==> src/mme_pkg.sv <==
// mme_pkg: shared types and constants of the matrix multiply engine
// no dependencies; imported by every module of the block

package mme_pkg;

  localparam int unsigned IDX_W       = 3;
  localparam int unsigned DIM_W       = 4;
  localparam int unsigned ELEM_IN_W   = 16;
  localparam int unsigned SUM_W       = 36;
  localparam int unsigned QUEUE_DEPTH = 2;

  // command codes of an input word
  typedef enum logic [1:0] {
    CMD_WR_LEFT  = 2'd0,
    CMD_WR_RIGHT = 2'd1,
    CMD_COMPUTE  = 2'd2
  } cmd_e;

  // configuration register indexes
  typedef enum logic [1:0] {
    CFG_NUM_ROWS  = 2'd0,
    CFG_INNER_LEN = 2'd1,
    CFG_NUM_COLS  = 2'd2
  } cfg_idx_e;

  // operations that the back end carries out
  typedef enum logic [1:0] {
    OP_WR_LEFT,
    OP_WR_RIGHT,
    OP_COMPUTE
  } op_e;

  typedef enum logic {
    BK_IDLE,
    BK_RUN
  } back_state_e;

  // queued operation, element value travels beside it
  typedef struct packed {
    op_e              op;
    logic [IDX_W-1:0] row;
    logic [IDX_W-1:0] col;
  } qctl_t;

  // clamped dimensions, held as last index
  typedef struct packed {
    logic [IDX_W-1:0] rows_last;
    logic [IDX_W-1:0] inner_last;
    logic [IDX_W-1:0] cols_last;
  } dims_t;

  // tag that follows one product down the multiply pipeline
  typedef struct packed {
    logic             first;
    logic             last_k;
    logic             last_elem;
    logic [IDX_W-1:0] row;
    logic [IDX_W-1:0] col;
  } tag_t;

endpackage

==> src/mme_front.sv <==
// mme_front: accepts input words, classifies them and pushes work to the queue
// depends on mme_pkg

module mme_front #(
  parameter int unsigned MAX_DIM      = 8,
  parameter int unsigned ELEMENT_BITS = 16
) (
  input  logic                               in_valid_i,
  output logic                               in_stall_o,
  input  logic [1:0]                         cmd_i,
  input  logic [mme_pkg::IDX_W-1:0]          row_index_i,
  input  logic [mme_pkg::IDX_W-1:0]          col_index_i,
  input  logic signed [mme_pkg::ELEM_IN_W-1:0] elem_value_i,
  input  logic                               q_full_i,
  output logic                               q_push_o,
  output mme_pkg::qctl_t                     q_ctl_o,
  output logic [ELEMENT_BITS-1:0]            q_val_o
);
  import mme_pkg::*;

  logic in_range;
  logic useful;

  assign in_range = ({1'b0, row_index_i} < DIM_W'(MAX_DIM)) &&
                    ({1'b0, col_index_i} < DIM_W'(MAX_DIM));

  always_comb begin
    useful       = 1'b0;
    q_ctl_o.op   = OP_COMPUTE;
    q_ctl_o.row  = row_index_i;
    q_ctl_o.col  = col_index_i;
    case (cmd_i)
      CMD_WR_LEFT: begin
        useful     = in_range;
        q_ctl_o.op = OP_WR_LEFT;
      end
      CMD_WR_RIGHT: begin
        useful     = in_range;
        q_ctl_o.op = OP_WR_RIGHT;
      end
      CMD_COMPUTE: begin
        useful     = 1'b1;
        q_ctl_o.op = OP_COMPUTE;
      end
      default: begin
        useful = 1'b0;
      end
    endcase
  end

  // sign-extend or wrap to the stored element width
  assign q_val_o     = ELEMENT_BITS'(elem_value_i);

  // dropped words are taken without a push
  assign in_stall_o = q_full_i;
  assign q_push_o   = in_valid_i && !q_full_i && useful;

endmodule

==> src/mme_queue.sv <==
// mme_queue: short fifo of operations between front and back end
// depends on mme_pkg

module mme_queue #(
  parameter int unsigned ELEMENT_BITS = 16
) (
  input  logic                    clk_i,
  input  logic                    rst_ni,
  input  logic                    push_i,
  input  mme_pkg::qctl_t          ctl_i,
  input  logic [ELEMENT_BITS-1:0] val_i,
  output logic                    full_o,
  output logic                    vld_o,
  output mme_pkg::qctl_t          ctl_o,
  output logic [ELEMENT_BITS-1:0] val_o,
  input  logic                    pop_i
);
  import mme_pkg::*;

  localparam int unsigned PTR_W = (QUEUE_DEPTH > 1) ? $clog2(QUEUE_DEPTH) : 1;
  localparam int unsigned CNT_W = $clog2(QUEUE_DEPTH + 1);

  qctl_t                   ctl_mem [QUEUE_DEPTH];
  logic [ELEMENT_BITS-1:0] val_mem [QUEUE_DEPTH];
  logic [PTR_W-1:0]        wr_ptr_q, wr_ptr_d;
  logic [PTR_W-1:0]        rd_ptr_q, rd_ptr_d;
  logic [CNT_W-1:0]        count_q, count_d;
  logic                    do_pop;

  assign full_o = (count_q == CNT_W'(QUEUE_DEPTH));
  assign vld_o  = (count_q != '0);
  assign do_pop = pop_i && vld_o;
  assign ctl_o  = ctl_mem[rd_ptr_q];
  assign val_o  = val_mem[rd_ptr_q];

  always_comb begin
    wr_ptr_d = wr_ptr_q;
    rd_ptr_d = rd_ptr_q;
    count_d  = count_q;
    if (push_i) begin
      wr_ptr_d = (wr_ptr_q == PTR_W'(QUEUE_DEPTH - 1)) ? '0 : wr_ptr_q + PTR_W'(1);
    end
    if (do_pop) begin
      rd_ptr_d = (rd_ptr_q == PTR_W'(QUEUE_DEPTH - 1)) ? '0 : rd_ptr_q + PTR_W'(1);
    end
    if (push_i && !do_pop) begin
      count_d = count_q + CNT_W'(1);
    end else if (do_pop && !push_i) begin
      count_d = count_q - CNT_W'(1);
    end
  end

  always_ff @(posedge clk_i or negedge rst_ni) begin
    if (!rst_ni) begin
      wr_ptr_q <= '0;
      rd_ptr_q <= '0;
      count_q  <= '0;
    end else begin
      wr_ptr_q <= wr_ptr_d;
      rd_ptr_q <= rd_ptr_d;
      count_q  <= count_d;
    end
  end

  always_ff @(posedge clk_i) begin
    if (push_i) begin
      ctl_mem[wr_ptr_q] <= ctl_i;
      val_mem[wr_ptr_q] <= val_i;
    end
  end

endmodule

==> src/mme_back.sv <==
// mme_back: element stores, sequencer and multiply-accumulate pipeline
// depends on mme_pkg

module mme_back #(
  parameter int unsigned MAX_DIM      = 8,
  parameter int unsigned ELEMENT_BITS = 16
) (
  input  logic                                 clk_i,
  input  logic                                 rst_ni,
  input  mme_pkg::dims_t                       dims_i,
  input  logic                                 q_vld_i,
  input  mme_pkg::qctl_t                       q_ctl_i,
  input  logic [ELEMENT_BITS-1:0]              q_val_i,
  output logic                                 q_pop_o,
  output logic                                 out_valid_o,
  input  logic                                 out_stall_i,
  output logic [mme_pkg::IDX_W-1:0]            out_row_o,
  output logic [mme_pkg::IDX_W-1:0]            out_col_o,
  output logic signed [mme_pkg::SUM_W-1:0]     dot_sum_o,
  output logic                                 last_o
);
  import mme_pkg::*;

  localparam int unsigned DEPTH = MAX_DIM * MAX_DIM;
  localparam int unsigned AW    = (DEPTH > 1) ? $clog2(DEPTH) : 1;

  logic [ELEMENT_BITS-1:0] left_mem  [DEPTH];
  logic [ELEMENT_BITS-1:0] right_mem [DEPTH];

  back_state_e state_q, state_d;

  logic [IDX_W-1:0] r_q, r_d, c_q, c_d, k_q, k_d;

  logic pop, wr_left, wr_right, start, issue, hold;
  logic k_end, c_end, r_end;
  logic [AW-1:0] wr_addr, a_addr, b_addr;

  logic                           s1_vld_q, s2_vld_q;
  tag_t                           s1_tag_q, s2_tag_q, issue_tag;
  logic signed [ELEMENT_BITS-1:0] a_rd_q, b_rd_q;
  logic signed [2*ELEMENT_BITS-1:0] prod_q;
  logic signed [SUM_W-1:0]        prod_ext, sum_next, acc_q;
  logic                           out_valid_q;

  assign k_end = (k_q == dims_i.inner_last);
  assign c_end = (c_q == dims_i.cols_last);
  assign r_end = (r_q == dims_i.rows_last);
  assign hold  = out_valid_q && out_stall_i;

  // outputs of the sequencer
  always_comb begin
    pop      = (state_q == BK_IDLE) && q_vld_i;
    wr_left  = pop && (q_ctl_i.op == OP_WR_LEFT);
    wr_right = pop && (q_ctl_i.op == OP_WR_RIGHT);
    start    = pop && (q_ctl_i.op == OP_COMPUTE);
    issue    = (state_q == BK_RUN) && !hold;
  end

  // next state
  always_comb begin
    state_d = state_q;
    case (state_q)
      BK_IDLE: begin
        if (start) begin
          state_d = BK_RUN;
        end
      end
      BK_RUN: begin
        if (issue && k_end && c_end && r_end) begin
          state_d = BK_IDLE;
        end
      end
      default: begin
        state_d = BK_IDLE;
      end
    endcase
  end

  // k innermost, then column, then row
  always_comb begin
    r_d = r_q;
    c_d = c_q;
    k_d = k_q;
    if (start) begin
      r_d = '0;
      c_d = '0;
      k_d = '0;
    end else if (issue) begin
      if (!k_end) begin
        k_d = k_q + IDX_W'(1);
      end else begin
        k_d = '0;
        if (!c_end) begin
          c_d = c_q + IDX_W'(1);
        end else begin
          c_d = '0;
          r_d = r_q + IDX_W'(1);
        end
      end
    end
  end

  assign q_pop_o = pop;

  always_ff @(posedge clk_i or negedge rst_ni) begin
    if (!rst_ni) begin
      state_q <= BK_IDLE;
      r_q     <= '0;
      c_q     <= '0;
      k_q     <= '0;
    end else begin
      state_q <= state_d;
      r_q     <= r_d;
      c_q     <= c_d;
      k_q     <= k_d;
    end
  end

  assign wr_addr = AW'(q_ctl_i.row * MAX_DIM + q_ctl_i.col);
  assign a_addr  = AW'(r_q * MAX_DIM + k_q);
  assign b_addr  = AW'(k_q * MAX_DIM + c_q);

  always_ff @(posedge clk_i) begin
    if (wr_left) begin
      left_mem[wr_addr] <= q_val_i;
    end
    if (issue) begin
      a_rd_q <= left_mem[a_addr];
    end
  end

  always_ff @(posedge clk_i) begin
    if (wr_right) begin
      right_mem[wr_addr] <= q_val_i;
    end
    if (issue) begin
      b_rd_q <= right_mem[b_addr];
    end
  end

  always_comb begin
    issue_tag.first     = (k_q == '0);
    issue_tag.last_k    = k_end;
    issue_tag.last_elem = k_end && c_end && r_end;
    issue_tag.row       = r_q;
    issue_tag.col       = c_q;
  end

  // pipeline valid bits, frozen while the result register is stalled
  always_ff @(posedge clk_i or negedge rst_ni) begin
    if (!rst_ni) begin
      s1_vld_q <= 1'b0;
      s2_vld_q <= 1'b0;
    end else if (!hold) begin
      s1_vld_q <= issue;
      s2_vld_q <= s1_vld_q;
    end
  end

  always_ff @(posedge clk_i) begin
    if (issue) begin
      s1_tag_q <= issue_tag;
    end
    if (!hold) begin
      s2_tag_q <= s1_tag_q;
      prod_q   <= a_rd_q * b_rd_q;
    end
  end

  assign prod_ext = SUM_W'(prod_q);
  assign sum_next = s2_tag_q.first ? prod_ext : acc_q + prod_ext;

  always_ff @(posedge clk_i) begin
    if (!hold && s2_vld_q) begin
      acc_q <= sum_next;
    end
    if (!hold && s2_vld_q && s2_tag_q.last_k) begin
      dot_sum_o <= sum_next;
      out_row_o <= s2_tag_q.row;
      out_col_o <= s2_tag_q.col;
      last_o    <= s2_tag_q.last_elem;
    end
  end

  always_ff @(posedge clk_i or negedge rst_ni) begin
    if (!rst_ni) begin
      out_valid_q <= 1'b0;
    end else if (!hold && s2_vld_q && s2_tag_q.last_k) begin
      out_valid_q <= 1'b1;
    end else if (!out_stall_i) begin
      out_valid_q <= 1'b0;
    end
  end

  assign out_valid_o = out_valid_q;

endmodule

==> src/matrix_multiply_engine_core.sv <==
// matrix_multiply_engine_core: fixed-point matrix multiply C = A x B, signed Q8.8 in
// element write: the back end pops it from the queue and writes its store only while idle
// compute: one result word per dot product, each summed in turn by the single
// multiply-accumulate unit; a stalled result word freezes the pipeline
// reset: config registers to 8, queue and pipeline empty; element stores are not cleared
// depends on mme_pkg, mme_front, mme_queue, mme_back

module matrix_multiply_engine_core #(
  parameter int unsigned MAX_DIM      = 8,
  parameter int unsigned ELEMENT_BITS = 16
) (
  input  logic                                 clk_i,
  input  logic                                 rst_ni,
  // input word channel
  input  logic                                 in_valid_i,
  output logic                                 in_stall_o,
  input  logic [1:0]                           cmd_i,
  input  logic [mme_pkg::IDX_W-1:0]            row_index_i,
  input  logic [mme_pkg::IDX_W-1:0]            col_index_i,
  input  logic signed [mme_pkg::ELEM_IN_W-1:0] elem_value_i,
  // result word channel
  output logic                                 out_valid_o,
  input  logic                                 out_stall_i,
  output logic [mme_pkg::IDX_W-1:0]            out_row_o,
  output logic [mme_pkg::IDX_W-1:0]            out_col_o,
  output logic signed [mme_pkg::SUM_W-1:0]     dot_sum_o,
  output logic                                 last_o,
  // configuration write channel
  input  logic                                 cfg_valid_i,
  output logic                                 cfg_ready_o,
  input  logic [1:0]                           cfg_index_i,
  input  logic [mme_pkg::DIM_W-1:0]            cfg_data_i
);
  import mme_pkg::*;

  // raw register bits are kept as written; clamping happens on use
  logic [DIM_W-1:0] num_rows_q, inner_len_q, num_cols_q;
  dims_t            dims;

  // front to queue
  logic                    q_push, q_full;
  qctl_t                   push_ctl;
  logic [ELEMENT_BITS-1:0] push_val;

  // queue to back
  logic                    q_vld, q_pop;
  qctl_t                   head_ctl;
  logic [ELEMENT_BITS-1:0] head_val;

  // zero counts as one, anything above the maximum as the maximum
  function automatic logic [IDX_W-1:0] last_idx(input logic [DIM_W-1:0] v);
    logic [IDX_W-1:0] res;
    if (v == '0) begin
      res = '0;
    end else if (v > DIM_W'(MAX_DIM)) begin
      res = IDX_W'(MAX_DIM - 1);
    end else begin
      res = IDX_W'(v - DIM_W'(1));
    end
    return res;
  endfunction

  // configuration port never pushes back
  assign cfg_ready_o = 1'b1;

  always_ff @(posedge clk_i or negedge rst_ni) begin
    if (!rst_ni) begin
      num_rows_q  <= DIM_W'(8);
      inner_len_q <= DIM_W'(8);
      num_cols_q  <= DIM_W'(8);
    end else if (cfg_valid_i && cfg_ready_o) begin
      case (cfg_index_i)
        CFG_NUM_ROWS:  num_rows_q  <= cfg_data_i;
        CFG_INNER_LEN: inner_len_q <= cfg_data_i;
        CFG_NUM_COLS:  num_cols_q  <= cfg_data_i;
        default: begin
          // index beyond the register list is dropped
        end
      endcase
    end
  end

  always_comb begin
    dims.rows_last  = last_idx(num_rows_q);
    dims.inner_last = last_idx(inner_len_q);
    dims.cols_last  = last_idx(num_cols_q);
  end

  // front end: takes every word unless the queue is full, forwards only those with work to do
  mme_front #(
    .MAX_DIM      (MAX_DIM),
    .ELEMENT_BITS (ELEMENT_BITS)
  ) u_front (
    .in_valid_i   (in_valid_i),
    .in_stall_o   (in_stall_o),
    .cmd_i        (cmd_i),
    .row_index_i  (row_index_i),
    .col_index_i  (col_index_i),
    .elem_value_i (elem_value_i),
    .q_full_i     (q_full),
    .q_push_o     (q_push),
    .q_ctl_o      (push_ctl),
    .q_val_o      (push_val)
  );

  // decoupling queue so the front keeps accepting while a compute runs, until the queue is full
  mme_queue #(
    .ELEMENT_BITS (ELEMENT_BITS)
  ) u_queue (
    .clk_i  (clk_i),
    .rst_ni (rst_ni),
    .push_i (q_push),
    .ctl_i  (push_ctl),
    .val_i  (push_val),
    .full_o (q_full),
    .vld_o  (q_vld),
    .ctl_o  (head_ctl),
    .val_o  (head_val),
    .pop_i  (q_pop)
  );

  // back end: stores plus read / multiply / accumulate pipeline
  mme_back #(
    .MAX_DIM      (MAX_DIM),
    .ELEMENT_BITS (ELEMENT_BITS)
  ) u_back (
    .clk_i       (clk_i),
    .rst_ni      (rst_ni),
    .dims_i      (dims),
    .q_vld_i     (q_vld),
    .q_ctl_i     (head_ctl),
    .q_val_i     (head_val),
    .q_pop_o     (q_pop),
    .out_valid_o (out_valid_o),
    .out_stall_i (out_stall_i),
    .out_row_o   (out_row_o),
    .out_col_o   (out_col_o),
    .dot_sum_o   (dot_sum_o),
    .last_o      (last_o)
  );

  // the front never pushes into a full queue
  assert property (@(posedge clk_i) disable iff (!rst_ni) !(q_push && q_full))
    else $error("push into full queue");

  // every result lies inside the configured result shape
  assert property (@(posedge clk_i) disable iff (!rst_ni)
    out_valid_o |-> (out_row_o <= dims.rows_last) && (out_col_o <= dims.cols_last))
    else $error("result index outside configured shape");

  // last flag only on the bottom-right element
  assert property (@(posedge clk_i) disable iff (!rst_ni)
    (out_valid_o && last_o) |->
      (out_row_o == dims.rows_last) && (out_col_o == dims.cols_last))
    else $error("last flag on wrong element");

endmodule
==> config.mk <==
export PLATFORM = sky130hd
export DESIGN_NAME = matrix_multiply_engine_core
export DESIGN_NICKNAME = d
export VERILOG_FILES = /design/src/mme_pkg.sv /design/src/mme_front.sv /design/src/mme_queue.sv /design/src/mme_back.sv /design/src/matrix_multiply_engine_core.sv
export SDC_FILE = /design/constraint.sdc
export NUM_CORES = 2
export LEC_CHECK = 0
export BUFFER_PORTS_ARGS = -buffer_cell sky130_fd_sc_hd__buf_2
export CORE_MARGIN = 3
export CORE_UTILIZATION = 35
export DETAILED_ROUTE_END_ITERATION = 7
export PLACE_DENSITY = 0.53
export SLEW_MARGIN = 20
export SYNTH_ARGS = -nofsm -noshare
export SYNTH_HDL_FRONTEND = slang
export SYNTH_HIERARCHICAL = 1
export SYNTH_SLANG_ARGS = --single-unit
==> constraint.sdc <==
create_clock -name clk_i -period 6.4 [get_ports clk_i]
set_input_delay 0.32 -clock clk_i [delete_from_list [all_inputs] [get_ports clk_i]]
set_output_delay 0.32 -clock clk_i [all_outputs]
set_load 0.05 [all_outputs]
==> out/summary.txt <==
final hold slack -> 134 ps
Critical R2R Launch -> u_back/a_rd_q[6]$_DFFE_PP_
area of the core -> 0.280 mm^2
mapped cell area -> 0.0986 mm^2
Slew HR -> 16.9%
number of setup violations in the final report -> 0
Crit Path Class -> flip-flop to flip-flop
WL final -> 240 mm
critical path fanouts, max -> 5
CTS tree -> built
Clock Path Buffers -> 4
dpl ws -> -241 ps
via count -> 47300
FFs w/ async S/R, synth -> 1.27%
r2r endpoint -> u_back/prod_q[31]$_DFFE_PN_
CP most frequent cell -> fa_1
Critical Path AT -> 6800 ps
worst hold endpoint -> u_queue/val_mem[0][3]$_DFFE_PP_
htree depth -> 4
worst skew pair latency -> 910 ps
Hold Path Class -> primary input to flip-flop
family with the most delay on the worst path -> adder cells
sequential area share after synthesis -> 69.5%
Syn Inst Count -> 4889
worst path buffer plus inverter count -> 6
share of cells above drive strength 1 -> 27.2%
HP Start -> elem_value_i[3]
hold depth -> 2
Syn-to-layout area delta -> 14.8%
Final period util -> 97.7%
Max Cap Viol -> 0
worst reg2reg setup slack -> 150 ps
vias in the first global route -> 48600
antenna viol nets, final -> 0
Iteration-0 DRC Markers -> 4455
die area -> 0.288 mm^2
EDFF count, synth -> 2257
residual DRC count -> 0
root buf cell -> clkbuf_16
DP HPWL -> 148 mm
Crit. End Element -> flip-flop
final critical-path required period -> 6250 ps
wire length per cell -> 26.0 um
highest-delay cell along the critical path -> fa_1
slew at the pin closest to its max-slew limit -> 1230 ps
placement row count -> 194
CP Cell Sequence -> buf_6, and2_4, fa_1, inv_2, fa_1, fa_1, inv_1, fa_1, fa_1, inv_1, fa_1, inv_2, ha_4, a2111o_1, o211ai_1, a21oi_2, nor4bb_4, buf_4, nor2_4, a211oi_2, o21bai_1, xor2_1
peak per-stage delay on the critical path -> 510 ps
Req. time, crit path -> 6950 ps
CTS sink cnt -> 2286
RSZ-0062 raised after global routing -> yes
die width -> 537 um
f_max -> 160 MHz
TritonRoute pass-1 iters -> 5
nets@finish -> 5705
IO Pins -> 81
Vias/cell -> 5.14
clock skew -> 116 ps
Buffers on Ports -> 79
startpoint types -> flip-flop
most common cell after layout, fill and taps aside -> edfxtp_1
Clock Pin Slew Worst Setup and Hold Paths -> 60 ps
ys flop type -> edfxtp_1
largest net degree at the start of global routing -> 96
TritonCTS buffer count -> 240
final setup margin -> 149 ps
status -> complete, no violations
first-pass GRT wire length -> 349 mm
commonest non-fill, non-tap cells in the layout -> edfxtp_1 (2257), mux4_2 (672), inv_1 (316), fa_1 (253), buf_4 (242)
chip height -> 537 um
routability cong. -> 0.787
Avg Cell Area, Syn -> 20.2 um^2
grt total ovfl -> 0
yosys synthesis warning count -> 6
R2R cell count -> 22
final hold vios -> 0
Yosys reg bits -> 2286
Max Slew Vio Count -> 0
Yosys cell types -> 77
gr usage total -> 16.5%
initial core utilization -> 35.2%
initial antenna violation count -> 16
net count after synthesis -> 5312
worst max-delay path by stage:
stage / from / to / slack (ps) / cells after the start
after floorplan: u_back/a_rd_q[15]$_DFFE_PP_ / u_back/prod_q[31]$_DFFE_PN_ / 310 / 20
after global placement: u_back/a_rd_q[7]$_DFFE_PP_ / u_back/prod_q[31]$_DFFE_PN_ / -270 / 21
after detailed placement: u_back/a_rd_q[7]$_DFFE_PP_ / u_back/prod_q[31]$_DFFE_PN_ / -240 / 21
after CTS: u_back/a_rd_q[5]$_DFFE_PP_ / u_back/prod_q[30]$_DFFE_PN_ / 40 / 21
after global routing: u_back/a_rd_q[7]$_DFFE_PP_ / u_back/prod_q[31]$_DFFE_PN_ / -140 / 22
final: u_back/a_rd_q[6]$_DFFE_PP_ / u_back/prod_q[31]$_DFFE_PN_ / 150 / 22
registers in the layout, indices dropped and copies added, names as in the netlist, 9 cells and up:
signal            cells
u_queue/ctl_mem      16
u_back/right_mem   1024
u_back/a_rd_q        16
u_back/s2_tag_q       9
u_back/dot_sum_o     36
u_back/acc_q         36
u_back/s1_tag_q       9
u_back/prod_q        32
u_queue/val_mem      32
u_back/b_rd_q        16
u_back/left_mem    1024
layer usage:
metal	GRT usage, %	wire (um)	vias to the layer above
li1	-	-	20100
met1	25.2	111000	25600
met5	0	0	-
met3	2.34	14000	292
met4	3.51	4490	0
met2	25.3	110000	1333
worst register-to-register path: stages (launching register included):
cell and delay, ps:
edfxtp_1 450, buf_6 170, and2_4 130, fa_1 510
inv_2 40, fa_1 470, fa_1 490, inv_1 50
fa_1 450, fa_1 510, inv_1 50, fa_1 510
inv_2 50, ha_4 210, a2111o_1 420, o211ai_1 290
a21oi_2 150, nor4bb_4 300, buf_4 180, nor2_4 40
a211oi_2 230, o21bai_1 110, xor2_1 140
cells in the mapped netlist (47+ instances only):
cell type | n | area [um^2]
a21oi_1 | 61 | 305
inv_1 | 324 | 1220
buf_2 | 47 | 235
fa_1 | 263 | 5270
mux4_2 | 672 | 15100
ha_1 | 125 | 1560
o21ai_0 | 51 | 255
nor2_1 | 192 | 721
edfxtp_1 | 2257 | 67800
and2_1 | 126 | 788
nand2_1 | 206 | 773
clkbuf_1 | 123 | 462
through the flow:
step	std cells	utilization, %	cell area [um^2]	TNS (ps)
3_5_place_dp	8698	37.4	105000	-324
6_report	9207	40.4	113000	0
5_1_grt	9202	40.4	113000	-332
3_3_place_gp	8698	37.4	105000	-404
2_1_floorplan	4889	-	98600	0
4_1_cts	9174	40.3	113000	0
what timing repair did:
action                     4_1_cts  5_1_grt
pin swaps                        1       39
buffers inserted                 2       27
hold buffers                    38        0
hold endpoints to repair        96        0
resized for setup                2       60
setup endpoints to repair        3        6
layout make-up:
type	count	area [um^2]
well taps	3724	4660
fillers	24800	167000
multi-input cells	2043	27900
clock buffers	300	6280
repair buffers	387	3060
flip-flops and latches	2286	68500
inverters	324	1220
diodes	7	17.5
clock inverters	136	1440
cell families (layout without fill, tap and decap cells):
kind of cell / count (synthesis) / after routing / share of synthesized area (%)
compound gates: 225 / 225 / 1.48
xor+xnor: 70 / 70 / 0.622
fa+ha+maj: 392 / 392 / 6.97
buf+inv: 560 / 1147 / 2.43
flops: 2286 / 2286 / 69.5
mux: 712 / 712 / 15.9
other cells: 1 / 8 / 0.00381
simple gates: 643 / 643 / 3.11
Power is not shown: default switching activity piles up to over one toggle a cycle in this logic, so the estimate is an artifact.
